===== src/rtl/sjcl_pkg.sv =====
// shared types, codes and elaboration-time math for the jog and lift sequencer
`default_nettype none

package sjcl_pkg;

	localparam int unsigned PROFILE_STEPS_DEF = 150;

	localparam int unsigned POS_W   = 12;
	localparam int unsigned ARM_W   = 21;
	localparam int unsigned MSG_W   = 8;
	localparam int unsigned SEL_W   = 2;
	localparam int unsigned CFG_IDX_W = 3;
	localparam int unsigned CFG_DATA_W = 21;
	localparam int unsigned WEIGHT_W = 17;

	localparam int unsigned IN_DATA_W  = 16;
	localparam int unsigned OUT_DATA_W = 48;
	localparam int unsigned OUT_USER_W = 2;

	localparam logic signed [ARM_W+1:0] ARM_MAX = 23'sd1048575;
	localparam logic signed [ARM_W+1:0] ARM_MIN = -23'sd1048575;

	typedef enum logic [SEL_W-1:0] {
		MODE_TICK = 2'd0,
		MODE_JOG  = 2'd1,
		MODE_LIFT = 2'd2,
		MODE_TELE = 2'd3
	} mode_t;

	typedef enum logic [CFG_IDX_W-1:0] {
		CFG_JOG_STEP    = 3'd0,
		CFG_GRIP_CLOSE  = 3'd1,
		CFG_GRIP_OPEN   = 3'd2,
		CFG_LIFT_DOWN   = 3'd3,
		CFG_LIFT_UP     = 3'd4,
		CFG_ARM_START   = 3'd5,
		CFG_LIFT_START  = 3'd6
	} cfg_idx_t;

	localparam logic [SEL_W-1:0] JOG_UP     = 2'd1;
	localparam logic [SEL_W-1:0] JOG_DOWN   = 2'd2;
	localparam logic [SEL_W-1:0] GRIP_CLOSE = 2'd1;
	localparam logic [SEL_W-1:0] GRIP_OPEN  = 2'd2;
	localparam logic [SEL_W-1:0] BTN_DOWN   = 2'd1;
	localparam logic [SEL_W-1:0] BTN_UP     = 2'd2;

	localparam logic signed [MSG_W-1:0] TELE_SEND       = 8'sd3;
	localparam logic signed [MSG_W-1:0] TELE_HALT       = 8'sd4;
	localparam logic signed [MSG_W-1:0] LIFT_CMD_DOWN   = 8'sd1;
	localparam logic signed [MSG_W-1:0] LIFT_CMD_UP     = 8'sd0;

	localparam longint unsigned Q30_ONE = 64'd1073741824;
	localparam longint unsigned PI_Q30  = 64'd3373259426;

	typedef struct packed {
		logic                    arm_write;
		logic signed [ARM_W-1:0] arm_goal;
		logic                    gripper_write;
		logic [POS_W-1:0]        gripper_goal;
		logic [POS_W-1:0]        lift_goal;
	} result_t;

	// taylor cosine in q30, angle in [0, pi/2]; elaboration only
	function automatic longint cos_q30(longint unsigned a);
		longint unsigned x2;
		longint unsigned t;
		x2 = (a * a) >> 30;
		t = Q30_ONE - x2 / 90;
		t = Q30_ONE - ((x2 * t) >> 30) / 56;
		t = Q30_ONE - ((x2 * t) >> 30) / 30;
		t = Q30_ONE - ((x2 * t) >> 30) / 12;
		return longint'(Q30_ONE) - longint'(((x2 * t) >> 30) / 2);
	endfunction

endpackage

`default_nettype wire


===== src/rtl/servo_jog_and_cosine_lift_sequencer.sv =====
// top level of the servo jog and raised-cosine lift sequencer
//
//  channel   direction  handshake               payload
//  s_axis    in         s_axis_tvalid/tready    tuser: mode; tdata: event fields
//  m_axis    out        m_axis_tvalid/tready    tuser: write flags; tdata: goals
//  cfg       in         cfg_valid/cfg_ready     cfg_index, cfg_data
//
//  one event per cycle while s_axis_tready is high; tick results leave m_axis registered
//  the weight table lookup and one 17x13 multiply form the combinational result path
//  s_axis_tready drops only when both the result register and the skid entry are full
//  cfg_ready is always high; arst_n resets all but the output data registers at once
`default_nettype none

module servo_jog_and_cosine_lift_sequencer #(
	parameter int unsigned PROFILE_STEPS = sjcl_pkg::PROFILE_STEPS_DEF
) (
	input  wire logic                             clk,
	input  wire logic                             arst_n,
	input  wire logic                             s_axis_tvalid,
	output logic                                  s_axis_tready,
	// jog_dir[1:0], grip_cmd[3:2], lift_button[5:4], message_value[13:6], zero[15:14]
	input  wire logic [sjcl_pkg::IN_DATA_W-1:0]   s_axis_tdata,
	// mode[1:0]
	input  wire logic [sjcl_pkg::SEL_W-1:0]       s_axis_tuser,
	output logic                                  m_axis_tvalid,
	input  wire logic                             m_axis_tready,
	// arm_goal[20:0], gripper_goal[32:21], lift_goal[44:33], zero[47:45]
	output logic [sjcl_pkg::OUT_DATA_W-1:0]       m_axis_tdata,
	// arm_write[0], gripper_write[1]
	output logic [sjcl_pkg::OUT_USER_W-1:0]       m_axis_tuser,
	input  wire logic                             cfg_valid,
	output logic                                  cfg_ready,
	input  wire logic [sjcl_pkg::CFG_IDX_W-1:0]   cfg_index,
	input  wire logic [sjcl_pkg::CFG_DATA_W-1:0]  cfg_data
);
	import sjcl_pkg::*;

	localparam int unsigned STEP_W = $clog2(PROFILE_STEPS + 1);

	logic    in_fire;
	logic    cfg_fire;
	logic    res_push;
	result_t res;
	result_t out_res;

	assign cfg_ready = 1'b1;
	assign cfg_fire = cfg_valid && cfg_ready;
	assign in_fire = s_axis_tvalid && s_axis_tready;

	sjcl_core #(
		.PROFILE_STEPS(PROFILE_STEPS),
		.STEP_W(STEP_W)
	) u_core (
		.clk(clk),
		.arst_n(arst_n),
		.cfg_fire(cfg_fire),
		.cfg_index(cfg_index),
		.cfg_data(cfg_data),
		.in_fire(in_fire),
		.mode(s_axis_tuser),
		.jog_dir(s_axis_tdata[1:0]),
		.grip_cmd(s_axis_tdata[3:2]),
		.lift_button(s_axis_tdata[5:4]),
		.message_value($signed(s_axis_tdata[13:6])),
		.res_push(res_push),
		.res(res)
	);

	sjcl_out_buf u_out_buf (
		.clk(clk),
		.arst_n(arst_n),
		.push(res_push),
		.din(res),
		.in_ready(s_axis_tready),
		.out_valid(m_axis_tvalid),
		.out_ready(m_axis_tready),
		.dout(out_res)
	);

	assign m_axis_tdata = {3'b0, out_res.lift_goal, out_res.gripper_goal, out_res.arm_goal};
	assign m_axis_tuser = {out_res.gripper_write, out_res.arm_write};

endmodule

`default_nettype wire


===== src/rtl/sjcl_lift_profile.sv =====
// raised-cosine weight table and one profile step of the lift position
`default_nettype none

module sjcl_lift_profile #(
	parameter int unsigned PROFILE_STEPS = sjcl_pkg::PROFILE_STEPS_DEF,
	parameter int unsigned STEP_W = $clog2(PROFILE_STEPS + 1)
) (
	input  wire logic [STEP_W-1:0]          step,
	input  wire logic [sjcl_pkg::POS_W-1:0] origin,
	input  wire logic [sjcl_pkg::POS_W-1:0] target,
	output logic      [sjcl_pkg::POS_W-1:0] position
);
	import sjcl_pkg::*;

	typedef logic [WEIGHT_W-1:0] wtab_t [PROFILE_STEPS];

	function automatic logic [WEIGHT_W-1:0] weight(int unsigned k);
		longint unsigned m;
		longint unsigned a;
		longint c;
		longint num;
		longint w;
		bit low_half;
		low_half = (2 * k <= PROFILE_STEPS);
		m = low_half ? longint'(k) : longint'(PROFILE_STEPS - k);
		a = (PI_Q30 * m) / PROFILE_STEPS;
		c = cos_q30(a);
		num = low_half ? longint'(Q30_ONE) - c : longint'(Q30_ONE) + c;
		if (num < 0) begin
			num = 0;
		end
		w = (num + 16384) >>> 15;
		if (w > 65536) begin
			w = 65536;
		end
		return w[WEIGHT_W-1:0];
	endfunction

	function automatic wtab_t build_table();
		wtab_t tab;
		for (int unsigned k = 0; k < PROFILE_STEPS; k++) begin
			tab[k] = weight(k);
		end
		return tab;
	endfunction

	localparam wtab_t WTAB = build_table();

	logic [STEP_W-1:0]          idx;
	logic [WEIGHT_W-1:0]        w;
	logic signed [POS_W:0]      d;
	logic signed [31:0]         prod;
	logic signed [31:0]         acc;

	always_comb begin
		idx = (step < STEP_W'(PROFILE_STEPS)) ? step : '0;
		w = WTAB[idx];
		d = $signed({1'b0, target}) - $signed({1'b0, origin});
		prod = 32'($signed({1'b0, w}) * d);
		acc = $signed({4'b0, origin, 16'b0}) + prod;
		position = acc[31] ? '0 : acc[POS_W+15:16];
	end

endmodule

`default_nettype wire


===== src/rtl/sjcl_core.sv =====
// configuration registers, event state and tick result formation
`default_nettype none

module sjcl_core #(
	parameter int unsigned PROFILE_STEPS = sjcl_pkg::PROFILE_STEPS_DEF,
	parameter int unsigned STEP_W = $clog2(PROFILE_STEPS + 1)
) (
	input  wire logic                            clk,
	input  wire logic                            arst_n,
	input  wire logic                            cfg_fire,
	input  wire logic [sjcl_pkg::CFG_IDX_W-1:0]  cfg_index,
	input  wire logic [sjcl_pkg::CFG_DATA_W-1:0] cfg_data,
	input  wire logic                            in_fire,
	input  wire logic [sjcl_pkg::SEL_W-1:0]      mode,
	input  wire logic [sjcl_pkg::SEL_W-1:0]      jog_dir,
	input  wire logic [sjcl_pkg::SEL_W-1:0]      grip_cmd,
	input  wire logic [sjcl_pkg::SEL_W-1:0]      lift_button,
	input  wire logic signed [sjcl_pkg::MSG_W-1:0] message_value,
	output logic                                 res_push,
	output sjcl_pkg::result_t                    res
);
	import sjcl_pkg::*;

	logic [POS_W-1:0]        jog_step_q;
	logic [POS_W-1:0]        grip_close_q;
	logic [POS_W-1:0]        grip_open_q;
	logic [POS_W-1:0]        lift_down_q;
	logic [POS_W-1:0]        lift_up_q;

	logic signed [ARM_W-1:0] arm_pos_q;
	logic                    arm_pending_q;
	logic [POS_W-1:0]        grip_target_q;
	logic                    grip_pending_q;
	logic signed [MSG_W-1:0] tele_code_q;
	logic                    halt_latch_q;
	logic signed [MSG_W-1:0] lift_cmd_q;
	logic [POS_W-1:0]        lift_origin_q;
	logic [POS_W-1:0]        lift_pos_q;
	logic [POS_W-1:0]        lift_target_q;
	logic [STEP_W-1:0]       step_q;

	logic signed [ARM_W+1:0] arm_sum;
	logic signed [ARM_W-1:0] arm_next;
	logic [POS_W-1:0]        target_next;
	logic [POS_W-1:0]        pos_calc;
	logic                    at_end;
	logic                    send_arm;
	logic                    send_grip;
	logic                    btn_restart;

	sjcl_lift_profile #(
		.PROFILE_STEPS(PROFILE_STEPS),
		.STEP_W(STEP_W)
	) u_profile (
		.step(step_q),
		.origin(lift_origin_q),
		.target(target_next),
		.position(pos_calc)
	);

	always_comb begin
		if (jog_dir == JOG_UP) begin
			arm_sum = $signed({{2{arm_pos_q[ARM_W-1]}}, arm_pos_q})
				- $signed({11'b0, jog_step_q});
		end else begin
			arm_sum = $signed({{2{arm_pos_q[ARM_W-1]}}, arm_pos_q})
				+ $signed({11'b0, jog_step_q});
		end
		if (arm_sum > ARM_MAX) begin
			arm_next = ARM_MAX[ARM_W-1:0];
		end else if (arm_sum < ARM_MIN) begin
			arm_next = ARM_MIN[ARM_W-1:0];
		end else begin
			arm_next = arm_sum[ARM_W-1:0];
		end

		if (lift_cmd_q == LIFT_CMD_DOWN) begin
			target_next = lift_down_q;
		end else if (lift_cmd_q == LIFT_CMD_UP) begin
			target_next = lift_up_q;
		end else begin
			target_next = lift_target_q;
		end
		at_end = (step_q >= STEP_W'(PROFILE_STEPS));

		send_arm = (tele_code_q == TELE_SEND) && arm_pending_q;
		send_grip = (tele_code_q == TELE_SEND) && grip_pending_q;
		btn_restart = halt_latch_q && ((lift_button == BTN_DOWN) || (lift_button == BTN_UP));

		res_push = in_fire && (mode_t'(mode) == MODE_TICK);
		res.arm_write = send_arm;
		res.arm_goal = send_arm ? arm_pos_q : '0;
		res.gripper_write = send_grip;
		res.gripper_goal = send_grip ? grip_target_q : '0;
		res.lift_goal = at_end ? target_next : pos_calc;
	end

	always_ff @(posedge clk or negedge arst_n) begin
		if (!arst_n) begin
			jog_step_q <= 12'd60;
			grip_close_q <= 12'd1890;
			grip_open_q <= 12'd745;
			lift_down_q <= 12'd2075;
			lift_up_q <= 12'd3230;
			arm_pos_q <= '0;
			arm_pending_q <= 1'b0;
			grip_target_q <= '0;
			grip_pending_q <= 1'b0;
			tele_code_q <= '0;
			halt_latch_q <= 1'b0;
			lift_cmd_q <= LIFT_CMD_DOWN;
			lift_origin_q <= '0;
			lift_pos_q <= '0;
			lift_target_q <= '0;
			step_q <= '0;
		end else if (cfg_fire) begin
			case (cfg_idx_t'(cfg_index))
				CFG_JOG_STEP: jog_step_q <= cfg_data[POS_W-1:0];
				CFG_GRIP_CLOSE: grip_close_q <= cfg_data[POS_W-1:0];
				CFG_GRIP_OPEN: grip_open_q <= cfg_data[POS_W-1:0];
				CFG_LIFT_DOWN: lift_down_q <= cfg_data[POS_W-1:0];
				CFG_LIFT_UP: lift_up_q <= cfg_data[POS_W-1:0];
				CFG_ARM_START: begin
					arm_pos_q <= $signed(cfg_data[ARM_W-1:0]);
				end
				CFG_LIFT_START: begin
					lift_origin_q <= cfg_data[POS_W-1:0];
					lift_pos_q <= cfg_data[POS_W-1:0];
				end
				default: ;
			endcase
		end else if (in_fire) begin
			case (mode_t'(mode))
				MODE_JOG: begin
					if ((jog_dir == JOG_UP) || (jog_dir == JOG_DOWN)) begin
						arm_pos_q <= arm_next;
						arm_pending_q <= 1'b1;
					end
					if (grip_cmd == GRIP_CLOSE) begin
						grip_target_q <= grip_close_q;
						grip_pending_q <= 1'b1;
					end else if (grip_cmd == GRIP_OPEN) begin
						grip_target_q <= grip_open_q;
						grip_pending_q <= 1'b1;
					end
					if (btn_restart) begin
						lift_cmd_q <= (lift_button == BTN_DOWN) ? LIFT_CMD_DOWN : LIFT_CMD_UP;
						lift_origin_q <= lift_pos_q;
						step_q <= '0;
					end
				end
				MODE_LIFT: begin
					if (message_value != lift_cmd_q) begin
						lift_cmd_q <= message_value;
						lift_origin_q <= lift_pos_q;
						step_q <= '0;
					end
				end
				MODE_TELE: begin
					tele_code_q <= message_value;
					if (message_value == TELE_HALT) begin
						halt_latch_q <= 1'b1;
					end
				end
				MODE_TICK: begin
					if (send_arm) begin
						arm_pending_q <= 1'b0;
					end
					if (send_grip) begin
						grip_pending_q <= 1'b0;
					end
					lift_target_q <= target_next;
					if (at_end) begin
						lift_pos_q <= target_next;
						step_q <= STEP_W'(PROFILE_STEPS);
					end else begin
						lift_pos_q <= pos_calc;
						step_q <= step_q + STEP_W'(1);
					end
				end
				default: ;
			endcase
		end
	end

	property p_step_bounded;
		@(posedge clk) disable iff (!arst_n)
		step_q <= STEP_W'(PROFILE_STEPS);
	endproperty
	a_step_bounded: assert property (p_step_bounded)
		else $error("profile step ran past the end");

	property p_send_clears;
		@(posedge clk) disable iff (!arst_n)
		(res_push && send_arm && !cfg_fire) |=> !arm_pending_q;
	endproperty
	a_send_clears: assert property (p_send_clears)
		else $error("arm pending not cleared after send");

	property p_latch_sticky;
		@(posedge clk) disable iff (!arst_n)
		halt_latch_q |=> halt_latch_q;
	endproperty
	a_latch_sticky: assert property (p_latch_sticky)
		else $error("halt latch dropped");

endmodule

`default_nettype wire


===== src/rtl/sjcl_out_buf.sv =====
// result register with one skid entry on the output stream
`default_nettype none

module sjcl_out_buf (
	input  wire logic              clk,
	input  wire logic              arst_n,
	input  wire logic              push,
	input  wire sjcl_pkg::result_t din,
	output logic                   in_ready,
	output logic                   out_valid,
	input  wire logic              out_ready,
	output sjcl_pkg::result_t      dout
);
	import sjcl_pkg::*;

	logic    out_v_q;
	logic    skid_v_q;
	result_t out_q;
	result_t skid_q;
	logic    pop;

	assign pop = out_v_q && out_ready;
	assign in_ready = !skid_v_q;
	assign out_valid = out_v_q;
	assign dout = out_q;

	always_ff @(posedge clk or negedge arst_n) begin
		if (!arst_n) begin
			out_v_q <= 1'b0;
			skid_v_q <= 1'b0;
		end else if (pop && skid_v_q) begin
			out_v_q <= 1'b1;
			skid_v_q <= 1'b0;
		end else if (pop || !out_v_q) begin
			out_v_q <= push;
		end else if (push) begin
			skid_v_q <= 1'b1;
		end
	end

	always_ff @(posedge clk) begin
		if (pop && skid_v_q) begin
			out_q <= skid_q;
		end else if (pop || !out_v_q) begin
			out_q <= din;
		end else if (push) begin
			skid_q <= din;
		end
	end

	property p_skid_implies_out;
		@(posedge clk) disable iff (!arst_n)
		skid_v_q |-> out_v_q;
	endproperty
	a_skid_implies_out: assert property (p_skid_implies_out)
		else $error("skid entry held with empty output register");

	property p_push_to_skid;
		@(posedge clk) disable iff (!arst_n)
		(push && out_v_q && !pop) |=> skid_v_q;
	endproperty
	a_push_to_skid: assert property (p_push_to_skid)
		else $error("result lost while output stalled");

	property p_skid_drain;
		@(posedge clk) disable iff (!arst_n)
		(skid_v_q && pop) |=> (out_v_q && !skid_v_q);
	endproperty
	a_skid_drain: assert property (p_skid_drain)
		else $error("skid entry not moved to output");

endmodule

`default_nettype wire

===== config.mk =====
export PLATFORM = sky130hd
export DESIGN_NAME = servo_jog_and_cosine_lift_sequencer
export DESIGN_NICKNAME = d
export VERILOG_FILES = /design/src/rtl/sjcl_pkg.sv /design/src/rtl/servo_jog_and_cosine_lift_sequencer.sv /design/src/rtl/sjcl_lift_profile.sv /design/src/rtl/sjcl_core.sv /design/src/rtl/sjcl_out_buf.sv
export SDC_FILE = /design/constraint.sdc
export NUM_CORES = 1
export LEC_CHECK = 0
export BUFFER_PORTS_ARGS = -buffer_cell sky130_fd_sc_hd__buf_4
export CAP_MARGIN = 20
export CORE_MARGIN = 5
export CORE_UTILIZATION = 64
export DETAILED_ROUTE_END_ITERATION = 12
export HOLD_SLACK_MARGIN = 0.05
export PLACE_DENSITY_LB_ADDON = 0.25
export SLEW_MARGIN = 25
export SYNTH_ARGS = -nofsm -noshare
export SYNTH_HDL_FRONTEND = slang
export SYNTH_HIERARCHICAL = 1
export SYNTH_SLANG_ARGS = --single-unit

===== constraint.sdc =====
create_clock -name clk -period 11.96 [get_ports clk]
set_input_delay 2.392 -clock clk [delete_from_list [all_inputs] [get_ports clk]]
set_output_delay 2.392 -clock clk [all_outputs]
set_load 0.1 [all_outputs]

Word level (Yosys, flattened, before mapping). Memories as Yosys holds them, arrays and structs flattened. Index checks and enable logic that the tools add are counted.

Memories: 1. Flip-flop bits (word level): 252. Output and inout port bits: 53. Bits in read-only memories: 4352. Word-level logic and storage cells: 168.

Memory list: (no name shown) (words 256, width 17, rd ports 1, clocked after Yosys merged registers in 0, wr ports 0, line sjcl_lift_profile.sv:57) `w = WTAB[idx];`.

Multipliers: 1. Muxes and demuxes: 50. Equal/unequal tests: 30. Reduce and logical (&&, ||, !) cells: 44. Add/sub/neg operators: 5. Bitwise logic cells: 4. $lt $le $gt $ge: 5.

Operators by type and width (count): two-way mux 12 bit (15); two-way mux 21 bit (8); two-way mux 47 bit (2); two-way mux 8 bit (6); two-way mux 17 bit (2); adder 29 x 31 -> 32 bit (1); multiplier 18 x 13 -> 31 bit (1); AND reduction 5 bit (5); case mux 12 bit (2 select lines) (1); case mux 8 bit (3 select lines) (1); greater-than comparator 23 x 21 -> 1 bit (second input constant) (1); less-than comparator 23 x 21 -> 1 bit (second input constant) (1); two-way mux 23 bit (1); adder 21 x 13 -> 22 bit (1); subtractor 21 x 13 -> 22 bit (1); nonzero test 2 bit (9); != test 2 x 1 -> 1 bit (second input constant) (8); case mux 8 bit (2 select lines) (1); subtractor 12 x 12 -> 13 bit (1); AND reduction 2 bit (6); AND reduction 3 bit (4); AND reduction 4 bit (3); two-way mux 1 bit (11); equality test 2 bit (second input constant) (5); 24 further kinds (44).

Longest topological paths before layout.
Depth after elaboration: 13. Mapped depth: 48. Gate-level depth less buffers: 45.

By module. The synthesis kept the hierarchy.

Modules (own cells, without submodules): sjcl_lift_profile (sequential area each 0.0 um^2, times used 1, area an instance 11164.5 um^2, cells an instance 1517); sjcl_core (sequential area each 3940.0 um^2, times used 1, area an instance 9321.4 um^2, cells an instance 975); sjcl_out_buf (sequential area each 2872.8 um^2, times used 1, area an instance 3612.2 um^2, cells an instance 157); servo_jog_and_cosine_lift_sequencer (sequential area each 0.0 um^2, times used 1, area an instance 43.8 um^2, cells an instance 7).

Least setup slack after synthesis. No wires, ideal clock.

Kind: flip-flop to flip-flop. Start: reg u_core.step_q[7]. End: reg u_out_buf.out_q, in the netlist u_out_buf/dout[6] (data pin). Path slack: 2.401 ns. Library setup time: 0.260 ns. Cell stages (with the launch flop): 43. Required time: 11.700 ns. Arrival time: 9.299 ns. Path buffers: 5. Cells stage by stage: dfrtp_1 buf_2 buf_2 and2_1 a21oi_1 clkbuf_1 nand2_1 inv_1 ha_1 clkbuf_1 a21oi_1 o32a_1 o22ai_1 a21oi_1 o31a_1 a22oi_1 a21oi_1 nor2_1 (+7 left out) fa_1 fa_1 inv_1 fa_1 inv_1 ha_1 a21oi_1 nor2_1 o21a_1 a311o_1 a32oi_1 nor2_2 or4b_1 nand2_1 a2111oi_0 nand2_1 o21ai_0 mux2_2.

RTL lines: from (decl) (line sjcl_core.sv:40) `logic [STEP_W-1:0] step_q;`; from (signal assigned) (line sjcl_core.sv:175) `step_q <= STEP_W'(PROFILE_STEPS);`; from (signal assigned) (line sjcl_core.sv:178) `step_q <= step_q + STEP_W'(1);`; from (signal assigned) (line sjcl_core.sv:188) `step_q <= STEP_W'(PROFILE_STEPS);`; to (signal assigned) (line sjcl_out_buf.sv:43) `out_q <= skid_q;`; to (signal assigned) (line sjcl_out_buf.sv:45) `out_q <= din;`; to (decl) (line sjcl_out_buf.sv:18) `result_t out_q;`.

==> reports/qor.csv <==
metric,value,unit
Async SR Flop Fraction,62.7,%
clock buffer depth,3,
final worst path period share,90.2,%
via count,20800,
Crit Path Class,register to register,
Rel. slew slack,27.4,%
data required time at the worst endpoint,12.23,ns
"Arr. time, crit path",11.06,ns
final WL,75.0,mm
leakage,11.9,nW
WP buf/inv,6,
DR WL/cell,23.4,µm
Setup crit end kind,register,
# Post-CTS Setup Buffers,0,
unrepaired setup endpoints after global routing,no,
Max-cap violations,0,
hpwl dp,54.7,mm
Final Max Tran Viols,0,
number of CTS-inserted buffers,24,
dpl cell area,25300,µm²
cell area after layout,26100,µm²
1st-iter DRT viols,2108,
GR Overflow Total,0,
outcome,finished clean,
vias per cell,6.48,
hold_buf cts,0,
gp weighted congestion,1.02,
Hold Crit Class,register to register,
H-tree depth,1,
Area Overhead vs Synth,8.19,%
I/O pins,100,
CP peak stage delay,0.81,ns
crit start category,register,
register bit total from synthesis,252,
min Tclk post-route,10.79,ns
setup TNS,0,ns
cell family with most CP delay,adder cells,
fillcell total,2900,
Crit path top cell by count,fa_1,
Die ar.,41700,µm²
clock skew,0.0144,ns
Synth Flop Type,dfrtp_1,
chip height,204,µm
power density over cell area,310,nW/µm²
first-pass GRT wire length,119,mm
ANT cells,0,
synthesized area per cell,9.09,µm²
CTS tree,built,
antenna violations before repair,0,
final hold vios,0,
starting density of the core,64.4,%
Tot GR Track Use,35.8,%
most frequent cells in the layout,"inv_1, nand2_1, nor2_1",
Syn Std Cell Area,24100,µm²
post-route insts no fill,3207,
Final #Nets,3041,
warnings from Yosys,6,
# rows,71,
clock sink count,252,
Max Clk Rate,92.7,MHz
Peak VDD IR,0.275,mV
Cells after Synth,2656,
die width,204,µm
# port buffers,93,
"EDFF count, synth",94,
CP max FO,14,
vias in the first global route,21600,
DP Cell Count,3163,
"most common cell after layout, fill and taps aside",inv_1,
Skew-Pair Late Insertion Delay,0.53,ns
worst-margin pin slew,1.09,ns
CORE AREA,37500,µm²
Fin Hold WS,0.485,ns
Unique masters post-synth,109,
Worst-path clk slew,0.07,ns
TritonRoute pass-1 iters,6,
Final Setup Violations,0,
post-CTS sizing,0,
Post-DRT Antenna Nets,0,
Final Power,8.10,mW
largest net degree at the start of global routing,83,
CP max-delay cell,dfstp_2,
share of layout cells above drive strength 1,14.7,%
DRC,0,
"Seq/Total Area, Yosys",28.2,%
CTS root buf,clkbuf_16,
## path summary, 6_finish.rpt
| path | cells after the start | slack [ns] | start | end |
|---|---|---|---|---|
| max in group asynchronous | 2 | 8.86 | arst_n | u_core/lift_origin_q[0] |
| worst max-delay path | 40 | 1.17 | u_core/lift_cmd_q[0] | u_out_buf/dout[6] |
| worst max register to register | 40 | 1.17 | u_core/lift_cmd_q[0] | u_out_buf/dout[6] |
| worst min register to register | 2 | 0.48 | u_core/lift_target_q[9] | u_core/lift_target_q[9] |
| min in group asynchronous | 1 | 1.91 | arst_n | u_core/arm_pos_q[17] |
| worst min-delay path | 2 | 0.48 | u_core/lift_target_q[9] | u_core/lift_target_q[9] |
## metal layers
layer  track usage [%]  share of wire (%)
met1              45.2                 38
met2              61.2                 49
met3              5.52                8.2
met4              16.3                5.4
met5                 0                  0
## synth_stat cells (all sizes together) (7+ instances only)
master	number	area [µm²]
a21oi	163	820
fa	167	3340
o221ai	7	61.3
nand3	33	165
o22a	13	114
nor2	217	833
nor2b	36	225
dfrtp	129	3230
o31ai	19	143
o41ai	12	128
a21boi	8	60.1
buf	51	312
nor3b	8	60.1
clkbuf	115	444
dfstp	29	762
nand2b	46	288
nor4	11	105
and3	45	282
a31oi	35	219
a21o	32	256
nand2	258	968
o2111ai	8	70.1
xor2	22	193
a221oi	13	120
ha	149	1860
xnor2	35	314
and2	52	325
o211ai	22	165
o21ai	153	773
a2111oi	9	86.3
nand4	15	93.8
mux2i	43	430
mux2	111	1360
or2	11	68.8
a211oi	18	140
inv	288	1080
o22ai	13	81.3
o21a	23	180
edfxtp	94	2820
nor3	37	196
## worst register-to-register path: cells and delay by family, from the launching register on
family / cells / cell delay (ns)
adder cells (fa/ha/maj): 9 / 3.94
AO/OA/AOI/OAI: 13 / 2.91
AND/OR/NAND/NOR: 9 / 1.45
flip-flops: 1 / 0.81
multiplexers: 2 / 0.57
XOR/XNOR: 1 / 0.46
buffers and inverters: 6 / 0.38
## where the power goes
part / internal (mW) / leakage [nW] / switching [mW]
combinational: 2.14 / 8.61 / 3.78
clock: 0.445 / 0.403 / 0.326
sequential: 1.23 / 2.86 / 0.174
## area by class of cell
type | instances | area, µm² | area share, %
well taps | 511 | 639 | 2.45
clock buffers | 31 | 678 | 2.60
repair buffers | 162 | 1240 | 4.73
inverters | 288 | 1080 | 4.14
multi-input cells | 1950 | 15500 | 59.5
clock inverters | 13 | 128 | 0.489
flip-flops and latches | 252 | 6810 | 26.1
## stage by stage
stage / util [%] / setup slack (ns)
finish: 69.7 / 1.17
global route: 69.7 / 0.545
CTS: 69.6 / 1.23
detailed placement: 67.5 / 1.27
global placement: 67.5 / 1.45
floorplan: - / 2.40
## cells by family after synthesis
logic type                 share of synthesized area, %
xor gates and xnor gates                           2.10
AOI/OAI and AO/OA                                  16.9
adders and majority gates                          21.6
other                                            0.0311
DFF                                                28.2
and+or+nand+nor                                    16.0
muxes                                              7.43
buffers and inverters                              7.69
(Power assumes the default switching activity.)
